**src/sv/first_fit_partition_allocator_macros.svh**
```systemverilog
// ----------------------------------------------------------------------------
// first_fit_partition_allocator macros
// Assertion helpers for the partition allocator, empty in synthesis.
// ----------------------------------------------------------------------------
`ifndef FIRST_FIT_PARTITION_ALLOCATOR_MACROS_SVH
`define FIRST_FIT_PARTITION_ALLOCATOR_MACROS_SVH

`ifndef SYNTHESIS
`define FFPA_ASSERT_IMPLY(label, ante, cons) \
    label: assert property (@(posedge i_clk) disable iff (!i_rst_n) (ante) |-> (cons)) \
        else $error("ffpa check failed");
`define FFPA_ASSERT_NEXT(label, ante, cons) \
    label: assert property (@(posedge i_clk) disable iff (!i_rst_n) (ante) |=> (cons)) \
        else $error("ffpa check failed");
`else
`define FFPA_ASSERT_IMPLY(label, ante, cons)
`define FFPA_ASSERT_NEXT(label, ante, cons)
`endif

`endif

```
**src/sv/ffpa_pkg.sv**
```systemverilog
// ----------------------------------------------------------------------------
// ffpa_pkg
// Port widths and command codes of the partition allocator.
// ----------------------------------------------------------------------------
package ffpa_pkg;

    localparam int CMD_W   = 1;
    localparam int INDEX_W = 4;
    localparam int VALUE_W = 16;
    localparam int FRAG_W  = 16;
    localparam int COUNT_W = 5;

    localparam logic [CMD_W-1:0] CMD_LOAD  = 1'b0;
    localparam logic [CMD_W-1:0] CMD_ALLOC = 1'b1;

endpackage

```
**src/sv/ffpa_ram.sv**
```systemverilog
// ----------------------------------------------------------------------------
// ffpa_ram
// Generic single-write, single-read RAM with registered read data.
// ----------------------------------------------------------------------------
module ffpa_ram #(
    parameter int WIDTH = 16,
    parameter int DEPTH = 16
) (
    input  logic                                    i_clk,
    input  logic                                    i_we,
    input  logic [((DEPTH > 1) ? $clog2(DEPTH) : 1)-1:0] i_waddr,
    input  logic [WIDTH-1:0]                        i_wdata,
    input  logic [((DEPTH > 1) ? $clog2(DEPTH) : 1)-1:0] i_raddr,
    output logic [WIDTH-1:0]                        o_rdata
);

    logic [WIDTH-1:0] r_mem [DEPTH];
    logic [WIDTH-1:0] r_rdata;

    always_ff @(posedge i_clk) begin
        if (i_we) begin
            r_mem[i_waddr] <= i_wdata;
        end
        r_rdata <= r_mem[i_raddr];
    end

    assign o_rdata = r_rdata;

endmodule

```
**src/sv/first_fit_partition_allocator.sv**
```systemverilog
// ----------------------------------------------------------------------------
// first_fit_partition_allocator
// Load: writes the entry and clears its used mark, no result. Allocate: checks
// the first min(count, MAX_PARTITIONS) entries in turn from zero while busy and
// strobes a grant for the first unused one that holds the request, else a refusal.
// Results cannot be stalled. Reset clears used marks and count, not the RAM.
// ----------------------------------------------------------------------------
`include "first_fit_partition_allocator_macros.svh"

module first_fit_partition_allocator #(
    parameter int MAX_PARTITIONS = 16,
    parameter int SIZE_BITS      = 16
) (
    input  logic                          i_clk,
    input  logic                          i_rst_n,
    input  logic                          start,
    output logic                          busy,
    input  logic [ffpa_pkg::CMD_W-1:0]    i_cmd,
    input  logic [ffpa_pkg::INDEX_W-1:0]  i_partition_index,
    input  logic [ffpa_pkg::VALUE_W-1:0]  i_size_value,
    output logic                          o_result_valid,
    output logic                          o_granted,
    output logic [ffpa_pkg::INDEX_W-1:0]  o_granted_index,
    output logic [ffpa_pkg::FRAG_W-1:0]   o_fragment,
    input  logic                          i_cfg_valid,
    output logic                          o_cfg_ready,
    input  logic [ffpa_pkg::COUNT_W-1:0]  i_cfg_data
);

    import ffpa_pkg::*;

    localparam int IDX_W = (MAX_PARTITIONS > 1) ? $clog2(MAX_PARTITIONS) : 1;
    localparam int LIM_W = ($clog2(MAX_PARTITIONS + 1) > COUNT_W) ?
                           $clog2(MAX_PARTITIONS + 1) : COUNT_W + 1;

    typedef enum logic {
        ST_IDLE,
        ST_SCAN
    } t_state;

    t_state                r_state;
    logic [MAX_PARTITIONS-1:0] r_used;
    logic [COUNT_W-1:0]    r_count;
    logic [SIZE_BITS-1:0]  r_req;
    logic [IDX_W-1:0]      r_cmp_idx;
    logic [IDX_W-1:0]      r_last;
    logic                  r_out_valid;
    logic                  r_out_granted;
    logic [IDX_W-1:0]      r_out_idx;
    logic [FRAG_W-1:0]     r_out_frag;

    logic                  accept;
    logic                  is_load;
    logic                  load_in_range;
    logic [IDX_W-1:0]      load_idx;
    logic [LIM_W-1:0]      count_ext;
    logic [LIM_W-1:0]      lim;
    logic                  ram_we;
    logic [IDX_W-1:0]      ram_raddr;
    logic [SIZE_BITS-1:0]  ram_rdata;
    logic [SIZE_BITS-1:0]  frag_full;
    logic                  hit;

    assign busy          = (r_state == ST_SCAN);
    assign accept        = start && !busy;
    assign is_load       = (i_cmd == CMD_LOAD);
    assign load_in_range = (LIM_W'(i_partition_index) < LIM_W'(MAX_PARTITIONS));
    assign load_idx      = IDX_W'(i_partition_index);
    assign count_ext     = LIM_W'(r_count);
    assign lim           = (count_ext > LIM_W'(MAX_PARTITIONS)) ?
                           LIM_W'(MAX_PARTITIONS) : count_ext;
    assign ram_we        = accept && is_load && load_in_range;
    assign ram_raddr     = (r_state == ST_SCAN) ? IDX_W'(r_cmp_idx + 1'b1) : '0;
    assign hit           = !r_used[r_cmp_idx] && (ram_rdata >= r_req);
    assign frag_full     = ram_rdata - r_req;

    ffpa_ram #(
        .WIDTH (SIZE_BITS),
        .DEPTH (MAX_PARTITIONS)
    ) u_size_ram (
        .i_clk   (i_clk),
        .i_we    (ram_we),
        .i_waddr (load_idx),
        .i_wdata (SIZE_BITS'(i_size_value)),
        .i_raddr (ram_raddr),
        .o_rdata (ram_rdata)
    );

    always_ff @(posedge i_clk) begin
        if (!i_rst_n) begin
            r_state     <= ST_IDLE;
            r_used      <= '0;
            r_count     <= '0;
            r_out_valid <= 1'b0;
        end else begin
            r_out_valid <= 1'b0;
            if (i_cfg_valid) begin
                r_count <= i_cfg_data;
            end
            case (r_state)
                ST_IDLE: begin
                    if (accept) begin
                        if (is_load) begin
                            if (load_in_range) begin
                                r_used[load_idx] <= 1'b0;
                            end
                        end else begin
                            r_req     <= SIZE_BITS'(i_size_value);
                            r_cmp_idx <= '0;
                            r_last    <= IDX_W'(lim - 1'b1);
                            if (lim == '0) begin
                                r_out_valid   <= 1'b1;
                                r_out_granted <= 1'b0;
                                r_out_idx     <= '0;
                                r_out_frag    <= '0;
                            end else begin
                                r_state <= ST_SCAN;
                            end
                        end
                    end
                end
                ST_SCAN: begin
                    if (hit) begin
                        r_used[r_cmp_idx] <= 1'b1;
                        r_out_valid       <= 1'b1;
                        r_out_granted     <= 1'b1;
                        r_out_idx         <= r_cmp_idx;
                        r_out_frag        <= FRAG_W'(frag_full);
                        r_state           <= ST_IDLE;
                    end else if (r_cmp_idx == r_last) begin
                        r_out_valid   <= 1'b1;
                        r_out_granted <= 1'b0;
                        r_out_idx     <= '0;
                        r_out_frag    <= '0;
                        r_state       <= ST_IDLE;
                    end else begin
                        r_cmp_idx <= r_cmp_idx + 1'b1;
                    end
                end
                default: begin
                    r_state <= ST_IDLE;
                end
            endcase
        end
    end

    assign o_cfg_ready     = 1'b1;
    assign o_result_valid  = r_out_valid;
    assign o_granted       = r_out_granted;
    assign o_granted_index = INDEX_W'(r_out_idx);
    assign o_fragment      = r_out_frag;

    `FFPA_ASSERT_IMPLY(a_scan_in_range, r_state == ST_SCAN, r_cmp_idx <= r_last)
    `FFPA_ASSERT_IMPLY(a_grant_marks_used, o_result_valid && o_granted, r_used[r_out_idx])
    `FFPA_ASSERT_IMPLY(a_no_grant_zero, r_out_valid && !r_out_granted, {r_out_idx, r_out_frag} == '0)
    `FFPA_ASSERT_NEXT(a_alloc_goes_busy, accept && !is_load && (lim != '0), busy && !o_result_valid)

endmodule

```
**config.mk**
```make
export PLATFORM = sky130hd
export DESIGN_NAME = first_fit_partition_allocator
export DESIGN_NICKNAME = d
export VERILOG_FILES = /design/src/sv/ffpa_pkg.sv /design/src/sv/ffpa_ram.sv /design/src/sv/first_fit_partition_allocator.sv
export VERILOG_INCLUDE_DIRS = /design/src /design/src/sv
export SDC_FILE = /design/constraint.sdc
export NUM_CORES = 1
export LEC_CHECK = 0
export ABC_AREA = 1
export ABC_CLOCK_PERIOD_IN_PS = 3800
export BUFFER_PORTS_ARGS = -buffer_cell sky130_fd_sc_hd__buf_4
export CAP_MARGIN = 5
export CORE_ASPECT_RATIO = 1.75
export CORE_MARGIN = 5
export CORE_UTILIZATION = 50
export DETAILED_ROUTE_END_ITERATION = 8
export GPL_ROUTABILITY_DRIVEN = 1
export PLACE_DENSITY_LB_ADDON = 0.25
export SYNTH_ARGS = -nofsm -noshare
export SYNTH_HDL_FRONTEND = slang
export SYNTH_SLANG_ARGS = --single-unit
```
**constraint.sdc**
```tcl
create_clock -name i_clk -period 3.8 [get_ports i_clk]
set_clock_uncertainty 0.2 [all_clocks]
set_input_delay 0.38 -clock i_clk [delete_from_list [all_inputs] [get_ports i_clk]]
set_output_delay 0.38 -clock i_clk [all_outputs]
set_load 0.02 [all_outputs]
```
==> summary by stage <==
Synth
The library cell with the largest summed area after synthesis is edfxtp_1. The number of synthesized flops with an enable pin is 301. The top cell type by area accounts for 63.0% of the synthesized area. The leading register cell type out of synthesis is edfxtp_1. Synthesis inferred 340 register bits.

Of all flip-flops after synthesis, the portion carrying an async set or reset was 0%. The library cell with the highest instance count after synthesis is edfxtp_1. The number of warning messages in the yosys log is 0.

After synthesis, flip-flops and latches occupy 68.4% of the total area. The number of nets in the synthesized netlist is 1292. Synthesis instantiated 35 different standard cells from the library. Summing every instance area after synthesis gives 14300 um2. The cell count after synthesis is 1240. The average instance in the mapped netlist occupies 11.6 um2.

By area the synthesized netlist is led by edfxtp_1, dfxtp_1, nor2_1. Counting instances in the post-synthesis netlist gives the leading cell types as edfxtp_1, nor2_1, o21ai_0.

Clocking
The maximum level of the CTS H-tree is 1. After clock tree synthesis, the clock-pin slew on the worst setup and hold paths is 0.07 ns. The clock net in this run drives a total of 340 sinks. The clock latency on the worst-skew pair is 0.57 ns. The hold buffer count at CTS is 30. TritonCTS built the clock tree. The number of resized instances in the post-cts repair step is 0.

The buffer levels on the longest clock path is 3. The number of buffers inserted by post-CTS setup repair is 0. Buffers inserted during clock tree synthesis total 29. The master cell of the clock root buffer is clkbuf_16.

Worst setup path
The worst setup path is launched from a flip-flop. The most critical setup path has its endpoint at o_fragment[13]. The data required time at the worst endpoint is 3.80 ns. The highest net fanout along the worst path is 21. At the worst endpoint, the arrival time is 2.87 ns. The kind of end point of the critical path is a flip-flop. The most critical setup path has its startpoint at r_req[0]. The number of cells on the worst reg-to-reg path is 13. The capture instance of the worst register-to-register path is o_fragment[13]. The classification of the worst setup path is reg -> reg. The slack of the worst reg-to-reg path is 0.94 ns. The beginning of the worst register-to-register path is r_req[0].

Detailed routing
The via density per instance is 5.75. The first TritonRoute pass finished after 5 iterations. Summed over all layers, the routed wires come to 36.9 mm. After detailed routing, the average wire length per cell comes to 21.5 um.

The count of nets left with antenna violations once routing finished came out at 0. In the routed design, unresolved DRC markers number 0. Detailed routing inserted a total of 9862 vias. The count of routing violations after the opening detailed-route iteration is 869.

Timing
The final-layout setup total negative slack is 0 ns. The worst path uses 75.3% of the clock period. The final count of hold timing violations is 0. Setup repair after global routing left no endpoint under its margin. Derived from the worst setup path, the maximum achievable clock frequency is 349 MHz. The transition at the pin with the smallest max-transition slack is 0.896 ns.

Setup violations remaining at the end of the flow were counted as 0. The final-report max-slew violation count came to 0. In this run the tightest slew margin relative to its limit is 40.1%. The worst path in the final design needs a cycle of 2.86 ns, including I/O delays and setup.

Global route
The number of antenna violations at the first check in global routing is 0. The total overflow left after global routing is 0. Across every metal layer, demand over resource in global routing totals 22.6%.

Entering global routing, the biggest net connects 72 pins. The number of global-route vias before repair came to 9710. The first global-routing pass estimated 56.5 mm of wire.

Die
The starting density of the core is 50.3%. The overall die area is 32300 um2. The die is 138 um wide. The core region is 28500 um2.

54 I/O pins were placed. Row generation in the floorplan step produced 82 rows. The vertical die dimension is 234 um.

Min path
The worst hold-check path type is in -> reg.

Status
The run finished with clean final reports.

Placed design
Buffers placed on the I/O ports in this run total 52. The area after detailed placement is 15200 um2. At the end of routability-driven placement, the weighted congestion stood at 0.883. Detailed placement ended at an HPWL of 22.9 mm.

Final layout
After routing the design area is 16400 um2. The antenna diode count is 0. The post-synthesis to final-layout area growth is 14.2%. The filler cell count in the final layout is 2353. For this run, the post-layout net count is 1368. Cells with a size suffix above 1 make up 12.2% of the layout.

Power
Summed over all cells, the static leakage comes to 0.00586 uW. The peak supply drop is 0.388 mV. The design draws 7860 uW. The power density over the cells is 480 nW/um2.

Run
Across the run, the number of max-cap violations was 0.
-- cells in the final DEF, fill, tap and decap left out, types with 29 or more instances in the layout --
cell / Yosys / final
a21oi_1: 42 / 42
buf_4: 5 / 83
nand2_1: 128 / 127
nand3_1: 76 / 76
dlygate4sd3_1: 0 / 30
clkbuf_16: 0 / 29
o21ai_0: 147 / 147
inv_1: 81 / 81
o221ai_1: 64 / 64
edfxtp_1: 301 / 301
dfxtp_1: 39 / 39
nor2_1: 196 / 180
-- sequential cells by signal, indices dropped and copies added, names as in the netlist, 5 cells and up --
register / count
u_size_ram.r_mem: 256
o_fragment: 16
r_req: 16
r_used: 16
u_size_ram.o_rdata: 16
r_count: 5
-- area by class of cell --
class | instances | area, um2 | area share (%)
Clock buffer | 39 | 783 | 4.78
Clock inverter | 13 | 110 | 0.672
Inverter | 86 | 323 | 1.97
Multi-Input combinational cell | 744 | 3920 | 23.9
Sequential cell | 340 | 9820 | 59.9
Tap cell | 378 | 473 | 2.89
Timing Repair Buffer | 115 | 963 | 5.88
-- power breakdown --
part | internal [uW] | switching (uW)
Combinational | 278 | 538
Clock | 1520 | 1310
Sequential | 4150 | 64.1
Total | 5950 | 1910
-- critical path, cell delays in order (launching register included) --
cell and delay (ns):
edfxtp_1 0.37, ha_1 0.23, fa_1 0.36, inv_1 0.08
nand2_1 0.06, nand2_1 0.09, nand3_1 0.09, nand3_1 0.09
nand2_1 0.06, nand2_2 0.08, nand2_1 0.07, nand3_1 0.08
nand2_1 0.07, inv_1 0.53
-- metal layers --
layer	GRT usage, %	part of all wire, %	wire (um)
met4	13.4	6.4	2360
met3	3.31	5.4	2010
met1	25.6	36	13500
met5	0	0	0
met2	40.6	52	19100
-- cell families (layout without fill, tap and decap cells) --
logic type	Yosys count	after routing	synth area share (%)
simple gates	422	422	12.2
flops	340	340	68.4
compound gates	290	290	12.2
buf+inv	156	253	4.58
fa+ha+maj	22	22	1.97
xor+xnor	9	9	0.549
other cells	1	1	0.0261
-- metrics by stage --
stage	worst slack (ns)	hold slack (ns)	utilization, %	cells
after detailed placement	0.942	0.300	53.3	1633
final	0.938	0.00984	57.5	1715
after floorplan	0.918	0.261	-	1240
after global placement	0.959	0.294	53.3	1633
after CTS	0.925	0.00235	57.5	1715
after global routing	0.703	0.0279	57.5	1715
-- worst min path at each step --
stage	from	endpoint	slack, ns	depth (start not counted)
floorplan	r_count[2]	r_count[2]	0.26	2
global placement	r_count[2]	r_count[2]	0.29	2
detailed placement	r_count[2]	r_count[2]	0.30	2
CTS	i_cfg_valid	r_count[4]	0.002	3
global route	i_cfg_valid	r_count[4]	0.03	3
finish	i_cfg_valid	r_count[3]	0.01	3
No activity file was read; power rests on OpenSTA's default activity.
